File: src/design/ttf_pkg.sv
// Shared types, constants and defaults for the triangle tangent frame unit.
package ttf_pkg;

    // default widths
    localparam int TTF_COORD_W = 24;
    localparam int TTF_UNIT_W  = 16;

    // shared signed multiplier operand width
    localparam int MUL_W = 31;

    // normalized magnitudes lie in [2^29, 2^30)
    localparam int NRM_W = 30;
    // sum of squares and square root widths
    localparam int SQ_W  = 62;
    localparam int LEN_W = 31;

    // job queue depth
    localparam int QDEPTH = 2;
    localparam int QAW    = $clog2(QDEPTH);

    // queue status seen by front and back
    typedef struct packed {
        logic full;
        logic empty;
    } t_qstat;

    // back end sequencer states
    typedef enum logic [3:0] {
        S_IDLE,
        S_MUL,
        S_ACC,
        S_ABS,
        S_NORM,
        S_SQM,
        S_SQA,
        S_ROOT,
        S_DIVI,
        S_DIV,
        S_OUT
    } t_bstate;

    // which vector the sequencer is working on
    typedef enum logic [1:0] {
        G_DET,
        G_TAN,
        G_BIN,
        G_CRS
    } t_grp;

endpackage

File: src/design/ttf_front.sv
// Vertex front end: groups vertices into triangles and forms the deltas.
module ttf_front
    import ttf_pkg::*;
#(
    parameter int COORD_WIDTH = TTF_COORD_W,
    parameter int IN_W        = 120,
    parameter int JW          = 250
) (
    input  logic            i_clk,
    input  logic            i_rst_n,
    input  logic            i_valid,
    input  logic [IN_W-1:0] i_data,
    input  logic            i_start,
    output logic            o_ready,
    input  t_qstat          i_qstat,
    output logic            o_push,
    output logic [JW-1:0]   o_job
);

    localparam int CW     = COORD_WIDTH;
    localparam int DSHIFT = (CW > 30) ? CW - 30 : 0;
    localparam int DW     = CW + 1 - DSHIFT;

    logic [1:0] r_phase;
    logic [1:0] ph;
    logic       acc;
    logic signed [CW-1:0] p [3];
    logic signed [CW-1:0] u, v;
    logic signed [CW-1:0] r_p0 [3];
    logic signed [CW-1:0] r_p1 [3];
    logic signed [CW-1:0] r_u0, r_v0, r_u1, r_v1;

    // exact difference, floor-shifted to fit the multiplier
    function automatic logic signed [DW-1:0] delta(input logic signed [CW-1:0] a,
                                                   input logic signed [CW-1:0] b);
        logic signed [CW:0] d;
        logic signed [CW:0] s;
        d = (CW+1)'(a) - (CW+1)'(b);
        s = d >>> DSHIFT;
        return s[DW-1:0];
    endfunction

    always_comb begin
        for (int i = 0; i < 3; i++) begin
            p[i] = i_data[i*CW +: CW];
        end
        u = i_data[3*CW +: CW];
        v = i_data[4*CW +: CW];
    end

    assign o_ready = !i_qstat.full;
    assign acc     = i_valid && o_ready;
    // start mark and the unused phase code both mean first corner
    assign ph      = (i_start || r_phase == 2'd3) ? 2'd0 : r_phase;
    assign o_push  = acc && (ph == 2'd2);

    // job: e1 xyz, e2 xyz, du1, dv1, du2, dv2 from the lowest bits up
    always_comb begin
        for (int i = 0; i < 3; i++) begin
            o_job[i*DW +: DW]     = delta(r_p1[i], r_p0[i]);
            o_job[(3+i)*DW +: DW] = delta(p[i], r_p0[i]);
        end
        o_job[6*DW +: DW] = delta(r_u1, r_u0);
        o_job[7*DW +: DW] = delta(r_v1, r_v0);
        o_job[8*DW +: DW] = delta(u, r_u0);
        o_job[9*DW +: DW] = delta(v, r_v0);
    end

    // held corners
    always_ff @(posedge i_clk) begin
        if (acc && ph == 2'd0) begin
            r_p0 <= p;
            r_u0 <= u;
            r_v0 <= v;
        end
        if (acc && ph == 2'd1) begin
            r_p1 <= p;
            r_u1 <= u;
            r_v1 <= v;
        end
    end

    // corner phase
    always_ff @(posedge i_clk) begin
        if (!i_rst_n) begin
            r_phase <= 2'd0;
        end else if (acc) begin
            r_phase <= (ph == 2'd2) ? 2'd0 : ph + 2'd1;
        end
    end

endmodule

File: config.mk
export PLATFORM = sky130hd
export DESIGN_NAME = ttf_front
export DESIGN_NICKNAME = d
export VERILOG_FILES = /design/src/design/ttf_pkg.sv /design/src/design/ttf_front.sv
export SDC_FILE = /design/constraint.sdc
export NUM_CORES = 1
export LEC_CHECK = 0
export ABC_AREA = 1
export BUFFER_PORTS_ARGS = -buffer_cell sky130_fd_sc_hd__buf_2
export CORE_MARGIN = 1.5
export CORE_UTILIZATION = 64
export DETAILED_ROUTE_END_ITERATION = 10
export PLACE_DENSITY = 0.95
export SKIP_CTS_REPAIR_TIMING = 1
export SYNTH_ARGS = -nofsm -noshare
export SYNTH_HDL_FRONTEND = slang
export SYNTH_SLANG_ARGS = --single-unit
export TNS_END_PERCENT = 10
File: constraint.sdc
create_clock -name i_clk -period 14.2 [get_ports i_clk]
set_input_delay 0.71 -clock i_clk [delete_from_list [all_inputs] [get_ports i_clk]]
set_output_delay 0.71 -clock i_clk [all_outputs]
set_load 0.02 [all_outputs]
* Word-level counts from Yosys, hierarchy flattened
Index checks and enable logic that the tools add are counted.
** Cells by class
- Add/sub/neg operators :: 11
- $mul :: 0
- Divide/modulo/power cells :: 0
- Order comparisons :: 0
- Equality and inequality tests :: 3
- Shift-type cells :: 0
- Multiplexer cells :: 2
- Bitwise logic cells :: 0
- Reductions and logical operators :: 7
** Operators with widths (count)
- 24-bit by 24-bit subtractor with 25-bit output :: 10
- 2-bit == test, second input constant :: 2
- 1-bit logical AND :: 4
- 2-bit 2-to-1 mux :: 2
- 2-bit by 1-bit adder with 2-bit output, second input constant :: 1
- 2-bit by 1-bit == test with 1-bit output, second input constant :: 1
- 2-bit logical NOT :: 1
- 1-bit logical NOT :: 1
- 1-bit logical OR :: 1
** Word-level totals
- Register bits :: 242
- Bits in latches :: 0
- RAM bits :: 0
- Bits in read-only memories :: 0
- Input bits :: 126
- Output and inout port bits :: 252
- Word-level logic and storage cells :: 34
- Memories kept :: 0

* Depth between registers and ports, before layout
- Depth in word-level cells :: 5
- Gate-level depth with buffers :: 12
- Mapped depth without buffers :: 12

* Least setup slack after synthesis
No wires, ideal clock.
- Path type :: input-to-reg
- Start :: input i_qstat[1] (netlist bit)
- End :: register r_p1[0] (netlist bit) (enable)
- Library setup time :: 0.602 ns
- Arrival time :: 6.064 ns
- Setup slack :: 7.534 ns
- Stages :: 3
- Path buffers :: 0
- Cells stage by stage :: inv_1 -> nand2_1 -> nor2_1
** On the way
- Cells in the longest elaborated chain, start to end :: 3
** RTL lines
- start: declaration :: line ttf_front.sv:15 : input t_qstat i_qstat,
- 1-bit logical NOT :: line ttf_front.sv:51 : assign o_ready = !i_qstat.full;
- 1-bit logical AND :: line ttf_front.sv:52 : assign acc = i_valid && o_ready;
- 1-bit logical AND :: line ttf_front.sv:76 : if (acc && ph == 2'd1) begin
- end signal: assignment :: line ttf_front.sv:77 : r_p1 <= p;
- end: declaration :: line ttf_front.sv:30 : logic signed [CW-1:0] r_p1 [3];
No other way between the ends.
A chain may end at the register's enable or synchronous reset.

* Final worst setup path
- Start :: register r_u0[0]
- End :: output o_job[162]
** On the way
- Cells in the longest elaborated chain, start to end :: 1
** RTL lines
- start: declaration :: line ttf_front.sv:31 : logic signed [CW-1:0] r_u0, r_v0, r_u1, r_v1;
- start signal: assignment :: line ttf_front.sv:73 : r_u0 <= u;
- 24-bit by 24-bit subtractor with 25-bit output :: line ttf_front.sv:38 : d = (CW+1)'(a) - (CW+1)'(b);
- end: declaration :: line ttf_front.sv:17 : output logic [JW-1:0] o_job
No other way between the ends.

==> impl_metrics.yaml <==
run_status:
  outcome: "finished clean"
placed_design:
  dp.cells: 5095
  io_buffers: 376
  place.gp.congestion: 0.9659
  dp_hpwl_um: 63310
power_and_ir_drop:
  p_switching_mw: 0.8740
  combinationalPowerShare: 0.345
  pwr-share-seq: 0.345
  p_clk_frac: 0.310
  p_int_mw: 1.487
  p_total_mw: 2.361
  p_leak_nw: 17.61
  switching_share: 0.3702
  p_per_area_nw_per_um2: 80.43
  peakVddDrop_uv: 102.1
timing:
  fmax_mhz: 276.1
  rsz0062_at_grt: "no"
  slew_headroom: 0.3154
  setup_viol: 0
  clock_skew_ps: 10.28
  setup_tns_ps: 0
  tightestPinTransition_ps: 1027
  hold_violations: 0
  drv_slew: 0
  fin_crit_sh: 0.2551
  min_period_ps: 3622
worst_setup_path:
  crit_type: "flip-flop to output port"
  cp.required_ps: 13490
  endpoint_kind: "output port"
  worstSetupStartpoint: "r_u0[0]"
  worst_setup_path_start_kind: "flip-flop"
  path_max_fanout: 4
  reg2reg_from: "r_phase[0]"
  critPathArrivalTime_ps: 2910
route:
  route.vias.total: 26692
  via_per_inst: 5.175
  totalWireLength_um: 77100
  drc: 0
  first_pass_iters: 6
  final_antenna_net_count: 0
  drtIter0Drc: 1969
  post_drt_wl_per_cell_um: 14.95
final_layout:
  layout.nets: 4975
  area_growth_pct: 13.60
  drive_gt1_frac: 0.1050
  finalNonFillerCells: 5158
clocking:
  numCtsBuffers: 27
  clockBufferDepth: 3
  clk_latency_ps: 570
  clockRootBuffer: "clkbuf_16"
  cts_tree: "built"
  cts_sinks: 242
  clk_pin_slew_ps: 70
  htreeDepth: 1
synthesis:
  ys_types: 19
  yosys_register_bits: 242
  syn_area_um2: 25840
  avgSynthCellArea_um2: 6.165
  syn-instance-count: 4191
  synth_nets: 4567
  yosys_warnings: 0
  seq_area_frac_synth: 0.2805
die:
  die_y_um: 203.9
  fp.coreArea_um2: 39820
  start_util: 0.6488
  num_rows: 73
  dieArea_um2: 41590
  ioPinCount: 378
  fp.dieW_um: 203.9
worst_hold_path:
  worstHoldStart: "i_data[48]"
  hold_path.class: "input port to flip-flop"
global_routing:
  grt_pass1_vias: 25094
  grt_pass1_wl_um: 120500
  grt_max_degree: 73
  antenna_found_initial: 15
  grt.overflow.total: 0
  grt_use_total: 0.3638
flow_run:
  cap_violations: 0
stage by stage:
stage | utilization | cell area [µm²] | hold WS [ps] | setup WS [ps]
3_5_place_dp | 0.7134 | 28410 | 460.2 | 10800
4_1_cts | 0.7362 | 29320 | 314.4 | 10640
6_report | 0.7371 | 29350 | 345.1 | 10580
5_1_grt | 0.7369 | 29340 | 341.3 | 10500
3_3_place_gp | 0.7134 | 28410 | 454.5 | 10850
2_1_floorplan | - | 25840 | 441.8 | 7534
routing by layer:
layer,global-route usage,share of wire
met3,0.05134,0.078
met5,0,0.00067
met1,0.4283,0.39
met2,0.6467,0.48
met4,0.1815,0.055
power groups by stage:
stage	sequential (mW)	combinational, mW	clock (mW)
floorplan	0.830	0.541	0
global placement	0.829	0.782	0
detailed placement	0.830	0.796	0
CTS	0.815	0.804	0.734
global route	0.817	0.892	0.757
finish	0.816	0.814	0.731
worst paths after layout:
kind | endpoint | slack, ps | depth (start not counted)
worst max-delay path | o_job[162] | 10580 | 11
worst min-delay path | r_p1[0] | 350 | 1
worst max register to register | r_p1[29] | 11610 | 6
worst min register to register | r_phase[0] | 470 | 2
cell families (layout without fill, tap and decap cells):
kind of cell | count (synthesis) | count (layout) | share of synthesized area
simple gates | 2410 | 2410 | 0.3771
flops | 242 | 242 | 0.2805
xor+xnor | 129 | 129 | 0.04373
compound gates | 128 | 128 | 0.02479
other cells | 0 | 13 | 0
fa+ha+maj | 250 | 250 | 0.1240
buf+inv | 1032 | 1461 | 0.1499
sequential cells by signal, summed over array words and instances, names as in the netlist:
name and flops:
r_p1 72, r_v0 24, r_u0 24, r_u1 24
r_v1 24, r_p0 72, r_phase 2
synth_stat cells (all sizes together):
cell type	n	area share
nand2	1763	0.26
inv	1032	0.15
nor2	316	0.049
edfxtp	240	0.28
ha	240	0.12
nand3	202	0.039
a21oi	128	0.025
xor2	119	0.040
nand4	61	0.015
nand3b	21	0.0061
nor3	21	0.0041
and2	13	0.0031
or2	13	0.0031
fa	10	0.0077
xnor2	10	0.0034
dfxtp	2	0.0015
critical path: stages (launching register included):
cell      delay [ps]
edfxtp_1         420
ha_1             280
fa_1             440
inv_1            130
nand2_1           60
nand2_1           80
nand3_1           80
nand2_1          190
nand2_1           70
nand2_1           90
xor2_1           280
buf_2            230
cell type report:
| cell class | count | area (µm²) |
|---|---|---|
| antenna | 13 | 32.53 |
| clock buffer | 29 | 683.2 |
| clock inverter | 21 | 226.5 |
| fill | 3362 | 10470 |
| inverter | 1032 | 3876 |
| multi-input combinational | 2917 | 14730 |
| sequential | 242 | 7247 |
| tap | 525 | 656.9 |
| timing repair buffer | 379 | 1904 |
placed cells by master (no fill, tap or decap), drive strengths merged:
| cell | count |
|---|---|
| xnor2 | 10 |
| bufinv | 4 |
| nor3 | 21 |
| ha | 240 |
| or2 | 13 |
| dfxtp | 2 |
| edfxtp | 240 |
| clkinvlp | 2 |
| and2 | 13 |
| nor2 | 316 |
| nand3b | 21 |
| xor2 | 119 |
| nand3 | 202 |
| diode | 13 |
| buf | 379 |
| clkinv | 12 |
| nand4 | 61 |
| clkbuf | 29 |
| fa | 10 |
| a21oi | 128 |
| inv | 1035 |
| nand2 | 1763 |
Power figures use the tool's default switching activity.
