<file path="src/design/ttf_pkg.sv">
// Shared types, constants and defaults for the triangle tangent frame unit.
package ttf_pkg;

    // default widths
    localparam int TTF_COORD_W = 24;
    localparam int TTF_UNIT_W  = 16;

    // shared signed multiplier operand width
    localparam int MUL_W = 31;

    // normalized magnitudes lie in [2^29, 2^30)
    localparam int NRM_W = 30;
    // sum of squares and square root widths
    localparam int SQ_W  = 62;
    localparam int LEN_W = 31;

    // job queue depth
    localparam int QDEPTH = 2;
    localparam int QAW    = $clog2(QDEPTH);

    // queue status seen by front and back
    typedef struct packed {
        logic full;
        logic empty;
    } t_qstat;

    // back end sequencer states
    typedef enum logic [3:0] {
        S_IDLE,
        S_MUL,
        S_ACC,
        S_ABS,
        S_NORM,
        S_SQM,
        S_SQA,
        S_ROOT,
        S_DIVI,
        S_DIV,
        S_OUT
    } t_bstate;

    // which vector the sequencer is working on
    typedef enum logic [1:0] {
        G_DET,
        G_TAN,
        G_BIN,
        G_CRS
    } t_grp;

endpackage

</file>
<file path="src/design/ttf_queue.sv">
// Short job queue between the vertex front end and the frame back end.
module ttf_queue
    import ttf_pkg::*;
#(
    parameter int W = 250
) (
    input  logic         i_clk,
    input  logic         i_rst_n,
    input  logic         i_push,
    input  logic [W-1:0] i_data,
    input  logic         i_pop,
    output logic [W-1:0] o_data,
    output t_qstat       o_stat
);

    logic [W-1:0] r_mem [QDEPTH];
    logic [QAW-1:0] r_wr, r_rd;
    logic [QAW:0]   r_cnt;

    // storage
    always_ff @(posedge i_clk) begin
        if (i_push) begin
            r_mem[r_wr] <= i_data;
        end
    end

    // pointers and fill count
    always_ff @(posedge i_clk) begin
        if (!i_rst_n) begin
            r_wr  <= '0;
            r_rd  <= '0;
            r_cnt <= '0;
        end else begin
            if (i_push) begin
                r_wr <= (r_wr == QAW'(QDEPTH - 1)) ? '0 : r_wr + 1'b1;
            end
            if (i_pop) begin
                r_rd <= (r_rd == QAW'(QDEPTH - 1)) ? '0 : r_rd + 1'b1;
            end
            r_cnt <= r_cnt + (QAW+1)'(i_push) - (QAW+1)'(i_pop);
        end
    end

    assign o_data       = r_mem[r_rd];
    assign o_stat.full  = (r_cnt == (QAW+1)'(QDEPTH));
    assign o_stat.empty = (r_cnt == '0);

endmodule

</file>
<file path="config.mk">
export PLATFORM = sky130hd
export DESIGN_NAME = ttf_queue
export DESIGN_NICKNAME = d
export VERILOG_FILES = /design/src/design/ttf_pkg.sv /design/src/design/ttf_queue.sv
export SDC_FILE = /design/constraint.sdc
export NUM_CORES = 1
export LEC_CHECK = 0
export BUFFER_PORTS_ARGS = -buffer_cell sky130_fd_sc_hd__buf_2
export CORE_AREA = 2 2 199 201
export DETAILED_ROUTE_END_ITERATION = 10
export DIE_AREA = 0 0 201 203
export PLACE_DENSITY = 0.74
export SYNTH_ARGS = -nofsm -noshare
export SYNTH_HDL_FRONTEND = slang
export SYNTH_SLANG_ARGS = --single-unit
export TNS_END_PERCENT = 20
</file>
<file path="constraint.sdc">
create_clock -name i_clk -period 14.39 [get_ports i_clk]
set_clock_uncertainty 0.1 [all_clocks]
set_input_delay 0.7195 -clock i_clk [delete_from_list [all_inputs] [get_ports i_clk]]
set_output_delay 0.7195 -clock i_clk [all_outputs]
set_load 0.01 [all_outputs]
</file>
# == Word level (Yosys, flattened, before mapping) ==
# Memories as Yosys holds them, arrays and structs flattened. A register that Yosys moved wholly into a read port is not among the register bits.
# Index checks and enable logic that the tools add are counted.
# totals
inputBits,254
out_inout_bits,252
ramBits,500
register_bits,4
n_memories,1
# classes
addsub,4
muxes,6
eq_ne,1
n_reduce_logical,1
# memory_table
memory,words,word_bits,rd,rd_clocked_by_memory_dff,wr,line,source
r_mem,2,250,1,1,1,ttf_queue.sv:16,logic [W-1:0] r_mem [QDEPTH];
# ops
operator,count
1-bit 2-to-1 mux,6
"1-bit adder, second input constant",2
2-bit by 1-bit adder with 2-bit output,1
"2-bit equality test, second input constant",1
2-bit logical NOT,1
2-bit by 1-bit subtractor with 2-bit output,1

# == Longest topological paths before layout ==
# Gate-level depths: netlist of run 1.
# logic_depth
word_depth,4
depth_mapped,6
ltp_nobuf,6

# == Worst setup path before layout of run 1 ==
# OpenSTA, ideal clock, no wires.
# synth_path
kind,input to register
from,in i_push
to,reg r_wr
arrival_ps,12340
setup_ps,109
required_ps,14181
setup_slack_ps,1840
n_path_buf,0
path_stages,2
cell_sequence,nor2b_1 > o21a_1
# synth_lines
item,line,source
start: declaration,ttf_queue.sv:9,"input logic i_push,"
end signal: assignment,ttf_queue.sv:35,r_wr <= (r_wr == QAW'(QDEPTH - 1)) ? '0 : r_wr + 1'b1;
end: declaration,ttf_queue.sv:17,"logic [QAW-1:0] r_wr, r_rd;"

==> summary.md, run 1 <==
| Metric | Value |
|---|---|
| Status | `completed` |
| CP cell instances | `buf_4, buf_4, mux2_4, buf_2` |
| Pwr Density | `143 nW/µm²` |
| Setup violations, final | `0` |
| Final GP Congestion | `0.808` |
| Reg2reg path depth | `3` |
| CTS buffer count | `50` |
| Fin crit share | `0.318` |
| Final nets | `1595` |
| Pre-CTS setup slack | `10.41 ns` |
| Post-layout minimum cycle time | `4.57 ns` |
| Finished Core Util | `0.618` |
| Mapped Area | `19100 µm²` |
| Setup Crit Path Kind | `reg -> out` |
| Synth top area cells | `edfxtp_1 79%, mux2_4 16%, mux2_2 2.9%` |
| Pleak | `9.35 nW` |
| Syn Area/Cell | `23.9 µm²` |
| Commonest non-fill, non-tap cells in the layout | `505 x buf_2, 500 x edfxtp_1, 200 x mux2_4, 53 x clkbuf_16, 50 x mux2_2` |
| Mux cell area share after synthesis | `0.187` |
| Capturing point of the worst reg2reg path | `r_mem[1][145]` |
| Max Fclk | `0.219 GHz` |
| Vias in the first global route | `9686` |
| Worst hold path depth | `1` |
| Horiz. Die Dim | `201 µm` |
| I/O Pins | `506` |
| Area leader, netlist | `edfxtp_1` |
| RSZ-0062 raised after global routing | `false` |
| Most common cell after layout, fill and taps aside | `buf_2` |
| Die area | `40800 µm²` |
| Buffers plus inverters on the worst setup path | `3` |
| Synth warn | `0` |
| Synth Area in XOR/XNOR | `0.00164` |
| Syn-to-layout area delta | `24.4%` |
| Critical path's top delay family | `buffers and inverters` |
| Longest Clk Path Bufs | `3` |
| CP endpoint kind | `output pin` |
| Hold_buf cts | `0` |
| Input/output buffers | `505` |
| Detail Route Antenna Nets | `0` |
| TritonCTS clock tree | `built` |
| Maximum vdd drop | `0.113 mV` |
| Max-slew headroom at the worst pin | `0.293` |
| Max Slew Vio Count | `0` |
| Worst-margin pin slew | `1.06 ns` |
| Adder-cell share of the synthesized area | `0.00131` |
| Setup_tns | `0 ns` |
| Clock slew at reported path FFs | `0.06 ns` |
| Share of the synthesized area in the top cell type | `0.786` |
| Post-route DRC | `0` |
| Final Hold Fails | `0` |
| Initial core utilization | `0.496` |
| Crit Path Max Fanout | `62` |
| Sequential area share after synthesis | `0.791` |
| Synth Area in Compound Gates | `0.000393` |
| Hold Startpoint | `i_data[68]` |
| Slowest cell on the critical path | `buf_4` |
| Setup crit start kind | `flip-flop` |
| Setup WS post-layout | `9.82 ns` |
| Largest family of logic cells by synthesized area | `multiplexers` |
| Gr ovfl total | `0` |
| Share of post-route cells with drive strength above 1 | `0.610` |
| Drt via density | `4.91` |
| Max Cap Viol | `0` |
| Initial antenna violation count | `11` |
| Via count | `9354` |
| Post-synthesis simple-gate area fraction | `0.00282` |
| Clk Latency, worst-skew pair | `0.57 ns` |
| CP max stage delay | `0.91 ns` |
| Hold WC Path Type | `in -> reg` |
| CP arrival | `3.75 ns` |
| First-pass GRT wire length | `57600 µm` |
| CTS H-tree lvls | `2` |
| Die Ht | `203 µm` |
| DP HPWL | `27500 µm` |
| Core area | `38500 µm²` |
| Hold Path End | `r_mem[0][68]` |
| Aggregate global-route resource usage | `0.190` |
| Most used cell, CP | `buf_4` |
| Synth Instances | `799` |
| Clock Sinks | `505` |
| Post-CTS setup buffer count | `0` |
| DRT iter0 DRCs | `489` |
| CP required | `13.57 ns` |
| Largest net degree at the start of global routing | `79` |
| DR WL/cell | `21.0 µm` |
| Root Driver | `clkbuf_16` |
| Detailed Routing Iterations Pass 1 | `5` |
| Synth Register Bits | `505` |
| Post_cts resized | `0` |
| Core Rows | `72` |
| WL final | `40000 µm` |
| Synth unique cells | `15` |
| Syn Nets | `1055` |
| R2R Setup Slk | `11.24 ns` |
| Worst r2r src | `r_wr` |
## power breakdown
group | internal, mW | switching, mW | total (mW)
sequential | 1.70 | 0.0247 | 1.73
clock | 0.777 | 0.514 | 1.29
combinational | 0.189 | 0.182 | 0.371
total | 2.67 | 0.722 | 3.39
## area by class of cell
type                       count  area [µm²]
inverter                       2        7.51
sequential                   505       15100
tap                          518         648
clock inverter                25         243
clock buffer                  66        1420
multi-input combinational    264        3690
antenna                        8        20.0
fill                        2694       14700
timing repair buffer         516        2610
## worst max-delay path by stage
| stage | from | end | slack (ns) | depth (start not counted) |
|---|---|---|---|---|
| 4_1_cts | flip-flop | o_data[217] | 9.77 | 4 |
| 2_1_floorplan | i_push | r_wr | 1.84 | 2 |
| 3_3_place_gp | flip-flop | o_data[90] | 10.48 | 4 |
| 6_report | flip-flop | o_data[217] | 9.82 | 4 |
| 3_5_place_dp | flip-flop | o_data[217] | 10.41 | 4 |
| 5_1_grt | flip-flop | o_data[217] | 9.62 | 4 |
## state kept, by name, summed over array words and instances (netlist names), named ones only
| signal | count |
|---|---|
| r_mem | 500 |
| r_rd | 1 |
| r_cnt | 2 |
| r_wr | 1 |
## Yosys cell counts (all sizes together)
cell type / n
xnor3: 1
mux2: 250
nor2b: 4
xor2: 1
inv: 2
edfxtp: 500
buf: 28
dfxtp: 5
nor2: 1
and2: 4
o21a: 1
ha: 2
## routing by layer
metal,global-route usage,routed length (µm),vias up
met5,0,45,-
met4,0.0762,1270,6
met3,0.0790,4050,81
met2,0.316,19700,426
met1,0.219,14900,4569
li1,-,-,4272
## cell families (layout without fill, tap and decap cells)
group,after synthesis,in the layout
AOI/OAI and AO/OA,1,1
adders and majority gates,2,2
other,0,8
buffers and inverters,30,609
xor gates and xnor gates,2,2
muxes,250,250
and+or+nand+nor,9,9
DFF,505,505
## stage by stage
stage / hold slack [ns] / power [mW] / instances / area, µm²
after floorplan: 0.455 / 2.01 / 799 / 19100
after global placement: 0.457 / 2.12 / 1805 / 22100
after detailed placement: 0.471 / 2.13 / 1805 / 22100
after CTS: 0.187 / 3.43 / 1896 / 23700
after global routing: 0.195 / 3.50 / 1901 / 23700
final: 0.230 / 3.39 / 1904 / 23800
No activity file was read; power rests on OpenSTA's default activity.
==> inputs of run 2 (changes only) <==
--- a/config.mk
+++ b/config.mk
@@ -6,10 +6,10 @@
 export NUM_CORES = 1
 export LEC_CHECK = 0
 export BUFFER_PORTS_ARGS = -buffer_cell sky130_fd_sc_hd__buf_2
-export CORE_AREA = 2 2 199 201
+export CORE_MARGIN = 2
+export CORE_UTILIZATION = 47
 export DETAILED_ROUTE_END_ITERATION = 10
-export DIE_AREA = 0 0 201 203
-export PLACE_DENSITY = 0.74
+export PLACE_DENSITY = 0.73
 export SYNTH_ARGS = -nofsm -noshare
 export SYNTH_HDL_FRONTEND = slang
 export SYNTH_SLANG_ARGS = --single-unit
==> constraint.sdc (replaced) <==
create_clock -name i_clk -period 3.7 [get_ports i_clk]
set_clock_uncertainty 0.1 [all_clocks]
set_input_delay 0.185 -clock i_clk [delete_from_list [all_inputs] [get_ports i_clk]]
set_output_delay 0.185 -clock i_clk [all_outputs]
set_load 0.01 [all_outputs]
==> run 2 against run 1 <==
  * Sequential power grew to 3.9 times the previous value
  * Non-clock buffer count grew 269
  * Count of clock-buffer cells in the layout decreased by 2
  * Die area increased by 3.6%
  * Critical path depth fell by 1
  * Utilization grew 4.6 points
  * Clock power grew to 3.8 times the previous value
  * Setup slack got worse by 8.8 ns
  * Cell count is 14% higher
  * First-iteration DRC count decreased by 4.7%
==> summary.md, run 2 (synthesis results as in run 1) <==
| Metric | Value |
|---|---|
| TritonCTS clock tree | `built (unchanged)` |
| Gr ovfl total | `0 (unchanged)` |
| Critical path's top delay family | `flip-flops (was buffers and inverters)` |
| Longest Clk Path Bufs | `3 (unchanged)` |
| Aggregate global-route resource usage | `0.206 (was 0.190)` |
| Clk Latency, worst-skew pair | `0.57 ns (about the same)` |
| Max Cap Viol | `0 (unchanged)` |
| Max Fclk | `0.370 GHz` |
| Post-layout minimum cycle time | `2.70 ns` |
| Initial core utilization | `0.478 (was 0.496)` |
| Setup WS post-layout | `0.997 ns (was 9.82 ns)` |
| Placed Area | `22400 µm² (was 22100 µm²)` |
| Vias in the first global route | `11400 (was 9686)` |
| DRT iter0 DRCs | `466 (was 489)` |
| Pre-CTS setup slack | `1.59 ns (was 10.41 ns)` |
| Horiz. Die Dim | `206 µm (was 201 µm)` |
| Die Ht | `206 µm (was 203 µm)` |
| Clock slew at reported path FFs | `0.06 ns (about the same)` |
| Post-route DRC | `0 (unchanged)` |
| Via count | `10700 (was 9354)` |
| Commonest non-fill, non-tap cells in the layout | `505 x buf_2, 500 x edfxtp_1, 254 x dlygate4sd3_1, 200 x mux2_4, 53 x clkbuf_16 (was 505 x buf_2, 500 x edfxtp_1, 200 x mux2_4, 53 x clkbuf_16, 50 x mux2_2)` |
| Largest net degree at the start of global routing | `88 (was 79)` |
| Worst r2r src | `r_wr (unchanged)` |
| Clock Sinks | `505 (unchanged)` |
| Share of post-route cells with drive strength above 1 | `0.516 (was 0.610)` |
| RSZ-0062 raised after global routing | `false (unchanged)` |
| Fin crit share | `0.731` |
| Final Hold Fails | `0 (unchanged)` |
| CP cell instances | `buf_4, mux2_2, buf_2 (was buf_4, buf_4, mux2_4, buf_2)` |
| Worst path depth | `3 (was 4)` |
| Area of all placed cells without fillers | `26500 µm² (was 23800 µm²)` |
| CP max stage delay | `0.85 ns (was 0.91 ns)` |
| Worst hold path depth | `2 (was 1)` |
| I/O Pins | `506 (unchanged)` |
| DP HPWL | `28300 µm (was 27500 µm)` |
| First-pass GRT wire length | `64900 µm (was 57600 µm)` |
| Setup crit start kind | `flip-flop (unchanged)` |
| DR WL/cell | `20.6 µm (was 21.0 µm)` |
| Hold WC Path Type | `in -> reg (unchanged)` |
| CP endpoint kind | `output pin (unchanged)` |
| Fillers | `2566 (was 2694)` |
| Pleak | `10.5 nW (was 9.35 nW)` |
| Detail Route Antenna Nets | `0 (unchanged)` |
| Max-slew headroom at the worst pin | `0.381 (was 0.293)` |
| Maximum vdd drop | `0.472 mV (was 0.113 mV)` |
| R2R Setup Slk | `1.52 ns (was 11.24 ns)` |
| Initial antenna violation count | `3 (was 11)` |
| Reg2reg path depth | `4 (was 3)` |
| Input/output buffers | `505 (unchanged)` |
| Core Rows | `73 (was 72)` |
| Biggest registers after layout | `r_mem: 500 flops, r_cnt: 2 flops (unchanged)` |
| Max Slew Vio Count | `0 (unchanged)` |
| Pwr Density | `503 nW/µm² (was 143 nW/µm²)` |
| CTS H-tree lvls | `2 (unchanged)` |
| CTS buffer count | `50 (unchanged)` |
| Syn-to-layout area delta | `38.6% (was 24.4%)` |
| Most common cell after layout, fill and taps aside | `buf_2 (unchanged)` |
| Max reg flops | `500 (unchanged)` |
| Buffers plus inverters on the worst setup path | `2 (was 3)` |
| Slowest cell on the critical path | `dfxtp_4 (was buf_4)` |
| CP required | `3.41 ns (was 13.57 ns)` |
| Hold slack | `0.231 ns (was 0.230 ns)` |
| Setup Crit Path Kind | `reg -> out (unchanged)` |
| Core area | `39900 µm² (was 38500 µm²)` |
| Final nets | `1864 (was 1595)` |
| Root Driver | `clkbuf_16 (unchanged)` |
| Final GP Congestion | `0.774 (was 0.808)` |
| Worst-margin pin slew | `0.926 ns (was 1.06 ns)` |
| Drt via density | `4.91 (about the same)` |
| WL final | `44800 µm (was 40000 µm)` |
| Largest Register | `r_mem (unchanged)` |
| Status | `completed (unchanged)` |
| Die area | `42300 µm² (was 40800 µm²)` |
| Capturing point of the worst reg2reg path | `r_wr (was r_mem[1][145])` |
| CP arrival | `2.42 ns (was 3.75 ns)` |
| Post_cts resized | `0 (unchanged)` |
| Crit Path Max Fanout | `38 (was 62)` |
| Setup violations, final | `0 (unchanged)` |
| Detailed Routing Iterations Pass 1 | `4 (was 5)` |
| Worst Setup EP | `o_data[3] (was o_data[217])` |
==> run 2: cell type report <==
| type | instances | area [µm²] | area share |
|---|---|---|---|
| inverters | 2 | 7.51 | 0.000284 |
| multi-input cells | 264 | 3690 | 0.140 |
| well taps | 525 | 657 | 0.0248 |
| clock inverters | 24 | 186 | 0.00704 |
| diodes | 3 | 7.51 | 0.000284 |
| repair buffers | 785 | 5430 | 0.205 |
| flip-flops and latches | 505 | 15100 | 0.571 |
| clock buffers | 64 | 1370 | 0.0517 |
==> run 2: worst min-delay path by stage <==
stage                     start       endpoint  slack [ns]
floorplan             i_data[0]    r_mem[0][0]        0.18
global placement     i_data[11]   r_mem[0][11]        0.27
detailed placement  i_data[217]  r_mem[1][217]        0.28
CTS                 i_data[243]  r_mem[0][243]        0.18
global route        i_data[235]  r_mem[0][235]        0.21
finish               i_data[64]   r_mem[0][64]        0.23
==> run 2: metal layers <==
layer / track usage / share of wire / up-vias
met5: 0 / 0 / -
met4: 0.0961 / 0.038 / 0
met3: 0.0580 / 0.088 / 106
met2: 0.357 / 0.51 / 480
met1: 0.236 / 0.37 / 5267
li1: - / - / 4816
==> run 2: timing repair <==
item,4_1_cts,5_1_grt
endpoints found under the hold margin,505,0
buffers inserted,0,0
hold buffers,254,0
endpoints found under the setup margin,0,0
==> run 2: through the flow <==
step           power, mW  TNS [ns]  instances   util
5_1_grt             13.7         0       2172  0.663
3_5_place_dp        8.36         0       1827  0.560
2_1_floorplan       7.75   -277.21        799      -
3_3_place_gp        8.31         0       1827  0.560
4_1_cts             13.4         0       2169  0.663
6_report            13.3         0       2172  0.663
==> run 2: power by group <==
part	internal [mW]	total (mW)	switching (mW)
Combinational	0.949	1.75	0.805
Sequential	6.62	6.72	0.101
Clock	2.80	4.84	2.03
Total	10.4	13.3	2.94
==> inputs of run 3 (changes only) <==
--- a/config.mk
+++ b/config.mk
@@ -6,10 +6,10 @@
 export NUM_CORES = 1
 export LEC_CHECK = 0
 export BUFFER_PORTS_ARGS = -buffer_cell sky130_fd_sc_hd__buf_2
-export CORE_MARGIN = 2
-export CORE_UTILIZATION = 47
+export CORE_AREA = 2 2 199 201
 export DETAILED_ROUTE_END_ITERATION = 10
-export PLACE_DENSITY = 0.73
+export DIE_AREA = 0 0 201 203
+export PLACE_DENSITY = 0.74
 export SYNTH_ARGS = -nofsm -noshare
 export SYNTH_HDL_FRONTEND = slang
 export SYNTH_SLANG_ARGS = --single-unit
==> constraint.sdc (replaced) <==
create_clock -name i_clk -period 2.5 [get_ports i_clk]
set_clock_uncertainty 0.1 [all_clocks]
set_input_delay 0.125 -clock i_clk [delete_from_list [all_inputs] [get_ports i_clk]]
set_output_delay 0.125 -clock i_clk [all_outputs]
set_load 0.01 [all_outputs]
==> run 3 against run 2 <==
  * Highest routed layer is now met5
  * Critical path type unchanged
  * Cell count decreased by 0.23%
  * Via count increased by 1.1%
  * Design area increased by 0.91%
  * Global-route usage increased by 1.7 points
  * Worst hold slack got worse by 0.053 ns
  * Die area decreased by 3.5%
  * Utilization increased by 3.1 points
  * Power increased by 53%
==> summary.md, run 3 (synthesis results as in run 1) <==
| Metric | Value |
|---|---|
| Commonest non-fill, non-tap cells in the layout | `505 x buf_2, 500 x edfxtp_1, 254 x dlygate4sd3_1, 200 x mux2_4, 53 x clkbuf_16 (unchanged)` |
| Aggregate global-route resource usage | `0.223 (was 0.206)` |
| Core area | `38500 µm² (was 39900 µm²)` |
| Final Hold Fails | `0 (unchanged)` |
| CP cell instances | `buf_12, buf_12, mux2_4, buf_2 (was buf_4, mux2_2, buf_2)` |
| WL final | `46900 µm (was 44800 µm)` |
| Area of all placed cells without fillers | `26700 µm² (was 26500 µm²)` |
| Internal | `15.8 mW (was 10.4 mW)` |
| Setup violations, final | `0 (unchanged)` |
| Drt via density | `4.98 (was 4.91)` |
| Most used cell, CP | `buf_12` |
| Final nets | `1863 (was 1864)` |
| Hold WC Path Type | `in -> reg (unchanged)` |
| Core Rows | `72 (was 73)` |
| Post-route DRC | `0 (unchanged)` |
| Buffers plus inverters on the worst setup path | `3 (was 2)` |
| Post-layout minimum cycle time | `2.38 ns` |
| Initial antenna violation count | `3 (unchanged)` |
| Max Fclk | `0.420 GHz` |
| Via count | `10800 (was 10700)` |
| Sw Ratio | `0.222 (was 0.221)` |
| Syn-to-layout area delta | `39.9% (was 38.6%)` |
| Clk Latency, worst-skew pair | `0.56 ns (was 0.57 ns)` |
| Fin crit share | `0.953` |
| Setup Crit Path Kind | `reg -> out (unchanged)` |
| Share of post-route cells with drive strength above 1 | `0.522 (was 0.516)` |
| DRT iter0 DRCs | `665 (was 466)` |
| Setup crit start kind | `flip-flop (unchanged)` |
| Biggest registers after layout | `r_mem: 500 flops, r_cnt: 2 flops (unchanged)` |
| Detailed Routing Iterations Pass 1 | `5 (was 4)` |
| Most common cell after layout, fill and taps aside | `buf_2 (unchanged)` |
| Longest Clk Path Bufs | `3 (unchanged)` |
| Crit Path Max Fanout | `38 (unchanged)` |
| Initial core utilization | `0.496 (was 0.478)` |
| Clock slew at reported path FFs | `0.06 ns (about the same)` |
| Slowest cell on the critical path | `dfxtp_4 (unchanged)` |
| DP HPWL | `28400 µm (was 28300 µm)` |
| Final GP Congestion | `0.801 (was 0.774)` |
| Finished Core Util | `0.694 (was 0.663)` |
| Root Driver | `clkbuf_16 (unchanged)` |
| Post-CTS setup buffer count | `0 (unchanged)` |
| Combinational share of power | `0.131 (was 0.132)` |
| Max Cap Viol | `0 (unchanged)` |
| Critical path's top delay family | `buffers and inverters (was flip-flops)` |
| Largest Register | `r_mem (unchanged)` |
| Pleak | `10.6 nW (was 10.5 nW)` |
| Status | `completed (unchanged)` |
| Sw Pwr | `4.51 mW (was 2.94 mW)` |
| Worst-margin pin slew | `0.750 ns (was 0.926 ns)` |
| Max reg flops | `500 (unchanged)` |
| Placed cell count | `1818 (was 1827)` |
| Horiz. Die Dim | `201 µm (was 206 µm)` |
| CP required | `2.28 ns (was 3.41 ns)` |
| Maximum vdd drop | `0.703 mV (was 0.472 mV)` |
| RSZ-0062 raised after global routing | `false (unchanged)` |
| Pwr Density | `761 nW/µm² (was 503 nW/µm²)` |
| CP endpoint kind | `output pin (unchanged)` |
| Hold slack | `0.179 ns (was 0.231 ns)` |
| CP max stage delay | `0.53 ns (was 0.85 ns)` |
| TritonCTS clock tree | `built (unchanged)` |
| I/O Pins | `506 (unchanged)` |
| Max-slew headroom at the worst pin | `0.499 (was 0.381)` |
| DR WL/cell | `21.7 µm (was 20.6 µm)` |
| Placed Area | `22500 µm² (was 22400 µm²)` |
| Gr ovfl total | `0 (unchanged)` |
| Vias in the first global route | `11500 (was 11400)` |
| CP arrival | `2.16 ns (was 2.42 ns)` |
| Detail Route Antenna Nets | `0 (unchanged)` |
| CTS buffer count | `51 (was 50)` |
| Clock power frac | `0.381 (was 0.363)` |
| Sequential Power Share | `0.489 (was 0.505)` |
| Largest net degree at the start of global routing | `66 (was 88)` |
| Total power | `20.3 mW (was 13.3 mW)` |
| Input/output buffers | `505 (unchanged)` |
| Die area | `40800 µm² (was 42300 µm²)` |
| Post-route insts no fill | `2167 (was 2172)` |
| Die Ht | `203 µm (was 206 µm)` |
| Clock Sinks | `505 (unchanged)` |
| First-pass GRT wire length | `68500 µm (was 64900 µm)` |
| Max Slew Vio Count | `0 (unchanged)` |
| CTS H-tree lvls | `2 (unchanged)` |
[run 3: cell count changes in the layout (fill, tap and decap cells not counted), sizes merged]
cell	before	now
clkinv	20	17
buf	531	529
clkbuf	64	60
bufinv	3	7
diode	3	2
inv	3	4
clkinvlp	0	7
[run 3: worst reg2reg max path, stage by stage (launching register included)]
cell and delay, ns:
dfxtp_2 0.34, nor2b_4 0.60, buf_12 0.27, o21a_1 0.14, dlygate4sd3_1 0.53
[run 3: layout make-up]
cell class	instances	area [µm²]
sequential	505	15100
fill	2316	11800
timing repair buffer	783	5530
multi-input combinational	264	3690
clock buffer	60	1350
tap	518	648
clock inverter	33	357
inverter	2	7.51
antenna	2	5.00
[run 3: path summary, 6_finish.rpt]
| path | from | end | slack (ns) | depth (start not counted) |
|---|---|---|---|---|
| hold reg to reg | r_rd | flip-flop | 0.48 | 2 |
| hold / removal | i_data[74] | r_mem[1][74] | 0.18 | 2 |
| setup / recovery | flip-flop | o_data[123] | 0.12 | 4 |
| setup reg to reg | r_wr | r_wr | 0.46 | 4 |
[run 3: what timing repair did]
item	CTS	global route
hold buffers	254	0
endpoints found under the hold margin	507	0
gates resized for setup	0	0
[run 3: power groups by stage]
stage	registers (mW)	clock network, mW	logic, mW
final	9.93	7.74	2.66
after global placement	10.1	0	2.26
after floorplan	10.1	0	1.37
after CTS	9.92	7.83	2.64
after detailed placement	10.1	0	2.29
after global routing	9.96	8.22	2.81
[run 3: metal layers]
layer | share of wire | GRT usage | routed length, µm
met1 | 0.36 | 0.254 | 17100
met2 | 0.52 | 0.397 | 24300
met3 | 0.091 | 0.0727 | 4260
met4 | 0.027 | 0.0722 | 1260
met5 | 0.00015 | 0 | 7
[run 3: stage by stage]
step | TNS [ns] | setup slack (ns)
3_3_place_gp | 0 | 0.751
3_5_place_dp | 0 | 0.728
6_report | 0 | 0.119
5_1_grt | 0 | 0.0261
4_1_cts | 0 | 0.0989
2_1_floorplan | -878.41 | -2.05
